### config.mk
export PLATFORM = sky130hd
export DESIGN_NAME = shtre_front
export DESIGN_NICKNAME = d
export VERILOG_FILES = /design/src/hdl/shtre_pkg.sv /design/src/hdl/shtre_front.sv
export SDC_FILE = /design/constraint.sdc
export NUM_CORES = 1
export LEC_CHECK = 0
export BUFFER_PORTS_ARGS = -buffer_cell sky130_fd_sc_hd__buf_4
export CAP_MARGIN = 10
export CELL_PAD_IN_SITES_DETAIL_PLACEMENT = 1
export CELL_PAD_IN_SITES_GLOBAL_PLACEMENT = 1
export CORE_MARGIN = 3
export CORE_UTILIZATION = 29
export DETAILED_ROUTE_END_ITERATION = 7
export PLACE_DENSITY = 0.8
export RECOVER_POWER = 100
export SYNTH_ARGS = -nofsm -noshare
export SYNTH_HDL_FRONTEND = slang
export SYNTH_SLANG_ARGS = --single-unit
export TNS_END_PERCENT = 5
### constraint.sdc
create_clock -name vclk -period 5.6
set_input_delay 1.12 -clock vclk [all_inputs]
set_output_delay 1.12 -clock vclk [all_outputs]
set_load 0.01 [all_outputs]
### src/hdl/shtre_pkg.sv
// ----------------------------------------------------------------------------
// shtre_pkg
// Shared types and constants of the shadow tag range engine.
// ----------------------------------------------------------------------------
package shtre_pkg;

	localparam int ADDR_W      = 15;
	localparam int COUNT_W     = 16;
	localparam int OP_W        = 2;
	localparam int STATUS_W    = 2;
	localparam int FGRAN_W     = 12;
	localparam int TAG_W       = 8;
	// start granule fits in the address less its shortest possible offset (shift >= 1)
	localparam int START_W     = ADDR_W - 1;
	localparam int TOUCH_W     = COUNT_W;
	localparam int SUM_W       = COUNT_W + 1;
	localparam int QUEUE_DEPTH = 2;

	localparam int GRANULES_DEF      = 4096;
	localparam int GRANULE_SHIFT_DEF = 3;

	localparam logic [TAG_W-1:0] TAG_POISON = 8'hFF;
	localparam logic [TAG_W-1:0] TAG_OPEN   = 8'h00;

	typedef enum logic [OP_W-1:0] {
		OP_UNPOISON = 2'd0,
		OP_POISON   = 2'd1,
		OP_CLEAN    = 2'd2,
		OP_VALIDATE = 2'd3
	} op_t;

	typedef enum logic [STATUS_W-1:0] {
		ST_OK       = 2'd0,
		ST_MISALIGN = 2'd1,
		ST_BADTAG   = 2'd2,
		ST_RANGE    = 2'd3
	} status_t;

	typedef enum logic [1:0] {
		BK_CLEAR = 2'd0,
		BK_IDLE  = 2'd1,
		BK_WALK  = 2'd2
	} bk_state_t;

	// classified item handed from the front to the back
	typedef struct packed {
		status_t              status;
		op_t                  op;
		logic [START_W-1:0]   start;
		logic [TOUCH_W-1:0]   touch;
		logic                 tail_en;
		logic [TAG_W-1:0]     tail;
	} cmd_t;

endpackage

### src/hdl/shtre_front.sv
// ----------------------------------------------------------------------------
// shtre_front
// Classifies an incoming item: alignment and range checks, granule split.
// ----------------------------------------------------------------------------
module shtre_front #(
	parameter int GRANULES      = shtre_pkg::GRANULES_DEF,
	parameter int GRANULE_SHIFT = shtre_pkg::GRANULE_SHIFT_DEF
) (
	input  logic [shtre_pkg::OP_W-1:0]    operation,
	input  logic [shtre_pkg::ADDR_W-1:0]  byte_address,
	input  logic [shtre_pkg::COUNT_W-1:0] byte_count,
	output shtre_pkg::cmd_t               cmd
);
	import shtre_pkg::*;

	localparam int GMASK = (1 << GRANULE_SHIFT) - 1;

	op_t                op;
	logic               misalign;
	logic               range_err;
	logic [START_W-1:0] start;
	logic [TOUCH_W-1:0] full;
	logic [TAG_W-1:0]   tail;
	logic               tail_en;
	logic [TOUCH_W-1:0] touch;
	logic [SUM_W-1:0]   span_end;

	always_comb begin
		op        = op_t'(operation);
		misalign  = (byte_address & ADDR_W'(GMASK)) != '0;
		start     = START_W'(byte_address >> GRANULE_SHIFT);
		full      = byte_count >> GRANULE_SHIFT;
		tail      = TAG_W'(byte_count & COUNT_W'(GMASK));
		tail_en   = (tail != '0) && (op != OP_VALIDATE);
		touch     = full + TOUCH_W'(tail_en);
		span_end  = SUM_W'(start) + SUM_W'(touch);
		range_err = 32'(span_end) > 32'(GRANULES);

		cmd.op      = op;
		cmd.start   = start;
		cmd.touch   = touch;
		cmd.tail_en = tail_en;
		cmd.tail    = tail;
		priority if (misalign) begin
			cmd.status = ST_MISALIGN;
		end else if (range_err) begin
			cmd.status = ST_RANGE;
		end else begin
			cmd.status = ST_OK;
		end
	end

endmodule

==> results.toml <==
[sta]
timing.fmax_mhz = 181
finalSetupViolations = 0
finalHoldViolations = 0
fin_crit_sh_pct = 98.7
fin_crit_ns = 5.53
slew_violations = 0
grt_setup_unrepaired = "true"
hold_slack_ns = 2.42

[place]
detailed_place_hpwl_mm = 3.20
place_congestion = 0.976
dpl_cell_area_um2 = 1510
portBuffers = 67

[layout]
num_antenna_cells = 0
syn_to_final_growth_pct = 50.4
mostFrequentLayoutCells = "64 x buf_4, 12 x ha_1, 9 x nand2_1, 9 x xnor2_1, 9 x conb_1"
final_area_um2 = 1670
fillers = 426
final_util_pct = 47.7
drive_gt1_share_pct = 46.2
regArea_um2 = 0
fin_nets = 251
final_common_cell = "buf_4"
n_sequential_cell = 0
n_clock_buffer = 0

[worst_setup_path]
max_stage_delay_ns = 0.53
end_kind = "output pin"
worst-setup-path-type = "in2out"
critPathArrivalTime_ns = 4.41
cp.required_ns = 4.48
crit_start = "byte_count[2]"
crit_top_cell = "ha_4"
critPathLaunchType = "primary input"
cp_max_fo = 4
cp_cell_sequence = "buf_6 -> nor3_4 -> a21oi_4 -> ha_4 -> buf_4 -> ha_4 -> nand2_2 -> xnor2_2 -> ha_4 -> or4_4 -> o211ai_2 -> o31a_1 -> mux2i_2 -> a2111oi_4 -> a31oi_1 -> o32ai_2 -> nand2_1 -> buf_6"
critPathSlowestCell = "or4_4"

[global_route]
grt_pass1_wl_mm = 5.49
grt_pass1_vias = 1222
grt_overflow = 0
grt_antenna_before_repair = 0
grtUsageTotal_pct = 14.9
grt_start_max_net_pins = 9

[routing]
routed_wirelength_mm = 3.83
drtPass1Iterations = 2
drt_iter0_markers = 31
wl_per_cell_um = 15.6
final_antenna_net_count = 0
viasPerCell = 5.04
drcViolationCount = 0
num_vias = 1235

[power]
cellLeakagePower_nw = 0.773
powerDensity_nw_per_um2 = 108
ir_worst_vdd_v = 0.0000462

[floorplan]
core_um2 = 3490
placementRows = 21
fp.dieH_um = 67.8
die_area_um2 = 4600
initial_utilization_pct = 31.7
dieWidth_um = 67.8
ios = 76

[synthesis]
syn-instance-count = 145
yosysUniqueCellTypes = 38
yosys_warnings = 0
ys_seq_area_share_pct = 0
synth.avg_cell_area_um2 = 7.64
synthesis.area_um2 = 1110

[worst_hold_path]
min_to = "cmd[40]"
min-delay-start = "operation[1]"
holdCritPathClass = "in2out"
worstHoldPathCells = 2

[outcome]
status = "finished clean"

[run]
cap_violations = 0

[clock_network]
hold_buffers = 0
[metrics by stage]
stage	total power [mW]	setup TNS, ns	std cells	setup WS (ns)
floorplan	0.109	0	153	0.367
global placement	0.158	0	242	0.0920
detailed placement	0.162	0	242	0.0201
CTS	0.163	0	242	0.0170
global route	0.198	-0.161	245	-0.0922
finish	0.180	0	245	0.0713
[layout make-up]
cell class / instances / area (um^2) / area share, %
timing repair buffer: 74 / 567 / 34.0
inverter: 1 / 3.75 / 0.225
tap: 46 / 57.6 / 3.46
multi-input combinational: 124 / 1040 / 62.3
[power by group]
part,internal [mW],switching [mW],leakage (nW)
sequential,0,0,0
clock,0,0,0
combinational,0.0875,0.0929,0.773
total,0.0875,0.0929,0.773
[worst max path at each step]
| stage | endpoint | cells after the start |
|---|---|---|
| after global routing | cmd[41] | 18 |
| after global placement | cmd[41] | 17 |
| after floorplan | cmd[41] | 16 |
| final | cmd[41] | 18 |
| after CTS | cmd[42] | 18 |
| after detailed placement | cmd[42] | 18 |
[cell families after synthesis]
logic type	count (synthesis)	share of synthesized area, %
buffers and inverters	29	19.7
muxes	1	0.904
xor gates and xnor gates	18	14.2
other	1	0.339
adders and majority gates	17	19.9
AOI/OAI and AO/OA	34	23.3
and+or+nand+nor	45	21.7
[Yosys cell counts, types with 2 or more instances]
cell | instances | share of area (%)
ha_1 | 16 | 18
a21o_1 | 3 | 2.0
nand2_1 | 10 | 3.4
xnor2_1 | 11 | 8.7
and3_1 | 4 | 2.3
and4_1 | 3 | 2.4
xor2_1 | 7 | 5.5
a21oi_1 | 10 | 4.5
or2_2 | 2 | 1.1
a31oi_1 | 3 | 1.7
nand3_1 | 7 | 3.2
buf_4 | 27 | 18
nor3_1 | 6 | 2.7
o21ai_0 | 5 | 2.3
nand4_1 | 3 | 1.7
nor2_1 | 6 | 2.0
[worst max-delay path, delay by kind of cell]
kind	cells	cell delay, ns
buf+inv	3	0.39
fa+ha+maj	3	0.56
xor+xnor	1	0.14
mux	1	0.09
simple gates	4	0.92
compound gates	6	1.19
[metal layers]
layer / track usage (%) / part of all wire [%]
met5: 0 / 0
met4: 0 / 0
met3: 0.666 / 6.1
met2: 31.1 / 56
met1: 17.2 / 38
[timing repair]
action,4_1_cts,5_1_grt
gates resized for setup,0,29
buffers inserted,0,3
endpoints found under the setup margin,0,2
Power figures use the tool's default switching activity.
