### src/hdl/shtre_pkg.sv
// ----------------------------------------------------------------------------
// shtre_pkg
// Shared types and constants of the shadow tag range engine.
// ----------------------------------------------------------------------------
package shtre_pkg;

	localparam int ADDR_W      = 15;
	localparam int COUNT_W     = 16;
	localparam int OP_W        = 2;
	localparam int STATUS_W    = 2;
	localparam int FGRAN_W     = 12;
	localparam int TAG_W       = 8;
	// start granule fits in the address less its shortest possible offset (shift >= 1)
	localparam int START_W     = ADDR_W - 1;
	localparam int TOUCH_W     = COUNT_W;
	localparam int SUM_W       = COUNT_W + 1;
	localparam int QUEUE_DEPTH = 2;

	localparam int GRANULES_DEF      = 4096;
	localparam int GRANULE_SHIFT_DEF = 3;

	localparam logic [TAG_W-1:0] TAG_POISON = 8'hFF;
	localparam logic [TAG_W-1:0] TAG_OPEN   = 8'h00;

	typedef enum logic [OP_W-1:0] {
		OP_UNPOISON = 2'd0,
		OP_POISON   = 2'd1,
		OP_CLEAN    = 2'd2,
		OP_VALIDATE = 2'd3
	} op_t;

	typedef enum logic [STATUS_W-1:0] {
		ST_OK       = 2'd0,
		ST_MISALIGN = 2'd1,
		ST_BADTAG   = 2'd2,
		ST_RANGE    = 2'd3
	} status_t;

	typedef enum logic [1:0] {
		BK_CLEAR = 2'd0,
		BK_IDLE  = 2'd1,
		BK_WALK  = 2'd2
	} bk_state_t;

	// classified item handed from the front to the back
	typedef struct packed {
		status_t              status;
		op_t                  op;
		logic [START_W-1:0]   start;
		logic [TOUCH_W-1:0]   touch;
		logic                 tail_en;
		logic [TAG_W-1:0]     tail;
	} cmd_t;

endpackage

### src/hdl/shtre_queue.sv
// ----------------------------------------------------------------------------
// shtre_queue
// Short FIFO of classified items between the front and the back.
// ----------------------------------------------------------------------------
module shtre_queue #(
	parameter int DEPTH = shtre_pkg::QUEUE_DEPTH
) (
	input  logic            clk,
	input  logic            arst_n,
	input  logic            push,
	input  shtre_pkg::cmd_t push_cmd,
	output logic            full,
	input  logic            pop,
	output logic            not_empty,
	output shtre_pkg::cmd_t head
);
	import shtre_pkg::*;

	localparam int PTR_W = (DEPTH > 1) ? $clog2(DEPTH) : 1;
	localparam int CNT_W = $clog2(DEPTH + 1);

	cmd_t             slots_q [DEPTH];
	logic [PTR_W-1:0] wr_ptr_q;
	logic [PTR_W-1:0] rd_ptr_q;
	logic [CNT_W-1:0] count_q;
	logic             do_push;
	logic             do_pop;

	assign full      = count_q == CNT_W'(DEPTH);
	assign not_empty = count_q != '0;
	assign do_push   = push && !full;
	assign do_pop    = pop && not_empty;
	assign head      = slots_q[rd_ptr_q];

	always_ff @(posedge clk or negedge arst_n) begin
		if (!arst_n) begin
			wr_ptr_q <= '0;
			rd_ptr_q <= '0;
			count_q  <= '0;
		end else begin
			if (do_push) begin
				wr_ptr_q <= (wr_ptr_q == PTR_W'(DEPTH - 1)) ? '0 : wr_ptr_q + 1'b1;
			end
			if (do_pop) begin
				rd_ptr_q <= (rd_ptr_q == PTR_W'(DEPTH - 1)) ? '0 : rd_ptr_q + 1'b1;
			end
			if (do_push && !do_pop) begin
				count_q <= count_q + 1'b1;
			end else if (do_pop && !do_push) begin
				count_q <= count_q - 1'b1;
			end
		end
	end

	always_ff @(posedge clk) begin
		if (do_push) begin
			slots_q[wr_ptr_q] <= push_cmd;
		end
	end

endmodule

### config.mk
export PLATFORM = sky130hd
export DESIGN_NAME = shtre_queue
export DESIGN_NICKNAME = d
export VERILOG_FILES = /design/src/hdl/shtre_pkg.sv /design/src/hdl/shtre_queue.sv
export SDC_FILE = /design/constraint.sdc
export NUM_CORES = 1
export LEC_CHECK = 0
export ABC_AREA = 0
export BUFFER_PORTS_ARGS = -buffer_cell sky130_fd_sc_hd__buf_2
export CAP_MARGIN = 5
export CORE_MARGIN = 4
export CORE_UTILIZATION = 47
export DETAILED_ROUTE_END_ITERATION = 7
export PLACE_DENSITY = 0.8
export SLEW_MARGIN = 20
export SYNTH_ARGS = -nofsm -noshare
export SYNTH_HDL_FRONTEND = slang
export SYNTH_SLANG_ARGS = --single-unit
### constraint.sdc
create_clock -name clk -period 3.1 [get_ports clk]
set_input_delay 0 -clock clk [delete_from_list [all_inputs] [get_ports clk]]
set_output_delay 0 -clock clk [all_outputs]
set_load 0.02 [all_outputs]
==> out/metrics.yaml <==
hold_path:
  min_to: "wr_ptr_q"
  min-delay-start: "push"
  hold_class: "input port to flop"
  min_path_cells: 3
clocking:
  clk_path_buf_depth: 2
  clk_latency_ns: 0.34
  cts_sinks: 90
  cts_buffers: 9
  cts_root_buf: "clkbuf_8"
  cts_tree: "yes"
  cts.clk_slew.worst_paths_ns: 0.08
  h-tree-depth: 3
logic_synthesis:
  ys_dominant_reg_cell: "edfxtp_1"
  synthTopCellsByArea: "edfxtp_1, mux2_4, dfrtp_1"
  synth_area_per_cell_um2: 22.9
  seq_area_frac_synth_pct: 76.5
  ys_ff_latch: 90
  ys_warn_count: 0
  yosys.area.top_type: "edfxtp_1"
  netlist.area_leader.share_pct: 73.7
  synth_edf_count: 86
  ys_types: 16
  syn-num-nets: 201
  syn_area_um2: 3500
  synth_cells: 153
  synth-async-reset-ratio_pct: 4.44
placement:
  numPortBuffers: 91
  hpwl_mm: 4.08
  place_congestion: 0.782
  dp.cells: 341
floorplan:
  floorplan.die_area_um2: 8900
  fp.dieW_um: 94.4
  num_rows: 31
  die_y_um: 94.4
  start_util_pct: 48.3
  core_region_area_um2: 7250
  io_pins: 92
pwr:
  power_frac_comb_pct: 36.7
  leakage_nw: 1.91
  p_sw_mw: 1.35
  total_power_mw: 4.20
  internal_power_mw: 2.85
  power_per_cell_area_nw_per_um2: 892
  p_clk_share_pct: 19.8
  pwr-share-seq_pct: 43.5
  vdd_drop_max_v: 0.000785
  swShare_pct: 32.1
grt:
  met3_usage_pct: 2.79
  grt_max_degree: 44
  overflow: 0
  top_usage_layer: "met2"
  antenna_found_initial: 0
  grt_pass1_vias: 1929
  grt_pass1_wl_mm: 9.80
  globalRouteMet1Util_pct: 17.9
  grt_util_met2_pct: 25.7
  grtUsageTotal_pct: 15.0
final_layout:
  area_growth_pct: 34.4
  fin_nets: 347
  fin_util_pct: 64.9
  drive_gt1_share_pct: 50.7
  n_antenna_cell: 0
  instances_no_fill: 403
  nFillCells: 497
setup_path:
  end_kind: "output pin"
  critPathKind: "flop to output pin"
  timing.rr.end: "slots_q[1][31]"
  rr_startpoint: "count_q[0]"
  path_max_fanout: 23
  rrSetupSlack_ns: 1.26
  startpoint_type: "flop"
  r2r_cells: 2
  critPathRequiredTime_ns: 3.10
  crit_arrival_ns: 1.96
sta:
  slew_violations: 0
  rsz0062_at_grt: "no"
  setup-tns-final_ns: 0
  clock_skew_ns: 0.00600
  finalCritPeriodShare_pct: 63.1
  slew_headroom_pct: 32.4
  tightest_slew_ns: 1.01
  layout_min_cycle_time_ns: 1.96
  setup-violations-final: 0
  fmax_mhz: 511
  finalHoldViolations: 0
routing:
  routed_wl_mm: 6.39
  via_per_inst: 4.61
  vias: 1858
  detail_route.first_pass.iterations: 4
  drcViolationCount: 0
  wl_per_cell_um: 15.8
  dr.first_iter.drc_count: 54
  ant_nets: 0
run_status:
  status: "finished clean"
flow_run:
  maxCapViolCount: 0
## layout by cell type (no fill, tap or decap), types with 2 or more instances in the layout
cell | Yosys | final
dlygate4sd3_1 | 0 | 46
clkbuf_8 | 0 | 9
clkbuf_1 | 0 | 3
dfrtp_1 | 4 | 3
mux2_2 | 4 | 4
bufinv_16 | 0 | 2
buf_4 | 0 | 2
xor2_1 | 2 | 2
xnor2_1 | 3 | 3
inv_1 | 2 | 2
buf_2 | 0 | 91
edfxtp_1 | 86 | 86
mux2_4 | 39 | 39
## cells by family (layout without fill, tap and decap cells)
group	count (synthesis)	after routing	synth area share, %
adders and majority gates	1	1	0.357
xor gates and xnor gates	5	5	1.25
DFF	90	90	76.5
and+or+nand+nor	7	7	1.04
muxes	43	43	18.0
buffers and inverters	7	158	2.82
## registers in the layout (all words and copies together) (netlist names)
signal	cells
slots_q	86
count_q	2
wr_ptr_q	1
rd_ptr_q	1
## Yosys cell counts, types with 2 or more instances
master and number:
mux2_4 39, inv_1 2, dfrtp_1 4, xor2_1 2, edfxtp_1 86, buf_12 4
mux2_2 4, nor2_1 2, xnor2_1 3
## per-layer routing
metal | up-vias | part of all wire, %
met5 | - | 0
met4 | 0 | 2.1
met3 | 12 | 4.9
met2 | 68 | 52
met1 | 891 | 41
li1 | 887 | -
## through the flow
| stage | hold WS [ns] | instance area, µm² | setup slack (ns) |
|---|---|---|---|
| floorplan | -0.296 | 3500 | 0.225 |
| global placement | -0.189 | 4040 | 1.29 |
| detailed placement | -0.187 | 4040 | 1.24 |
| CTS | 0.0263 | 4710 | 1.11 |
| global route | 0.0576 | 4710 | 1.05 |
| finish | 0.0471 | 4710 | 1.14 |
## how the worst max path moves through the flow
| stage | end | depth (start not counted) | start | slack (ns) |
|---|---|---|---|---|
| after floorplan | slots_q[0][0] | 3 | count_q[0] | 0.22 |
| after global placement | slots_q[1][35] | 2 | count_q[0] | 1.29 |
| after detailed placement | slots_q[1][35] | 2 | count_q[0] | 1.24 |
| after CTS | head[14] | 3 | rd_ptr_q | 1.11 |
| after global routing | head[14] | 3 | rd_ptr_q | 1.05 |
| final | head[14] | 3 | rd_ptr_q | 1.14 |
## power groups by stage
stage                     clock network, mW  registers, mW  logic, mW
final                                 0.831           1.82       1.54
after global routing                  0.909           1.86       1.64
after CTS                             0.859           1.83       1.56
after detailed placement                  0           1.86       1.51
after global placement                    0           1.84       1.49
after floorplan                           0           1.76       1.26
## cell type report
| cell class | instances | area, µm² | area share, % |
|---|---|---|---|
| repair buffers | 140 | 951 | 20.2 |
| flip-flops and latches | 90 | 2680 | 57.0 |
| well taps | 99 | 124 | 2.63 |
| clock inverters | 4 | 76.3 | 1.62 |
| clock buffers | 12 | 135 | 2.87 |
| multi-input cells | 56 | 732 | 15.5 |
| inverters | 2 | 7.51 | 0.159 |
## worst max-delay path, stage by stage, from the launching register on
cell     delay [ns]
dfrtp_2        0.83
buf_12         0.29
mux2_4         0.33
buf_2          0.16
## repair_timing
action,in CTS,in global routing
endpoints found under the hold margin,91,0
setup buffers,0,0
hold buffers,46,0
gates resized for setup,0,0
No activity file was read; power rests on OpenSTA's default activity.
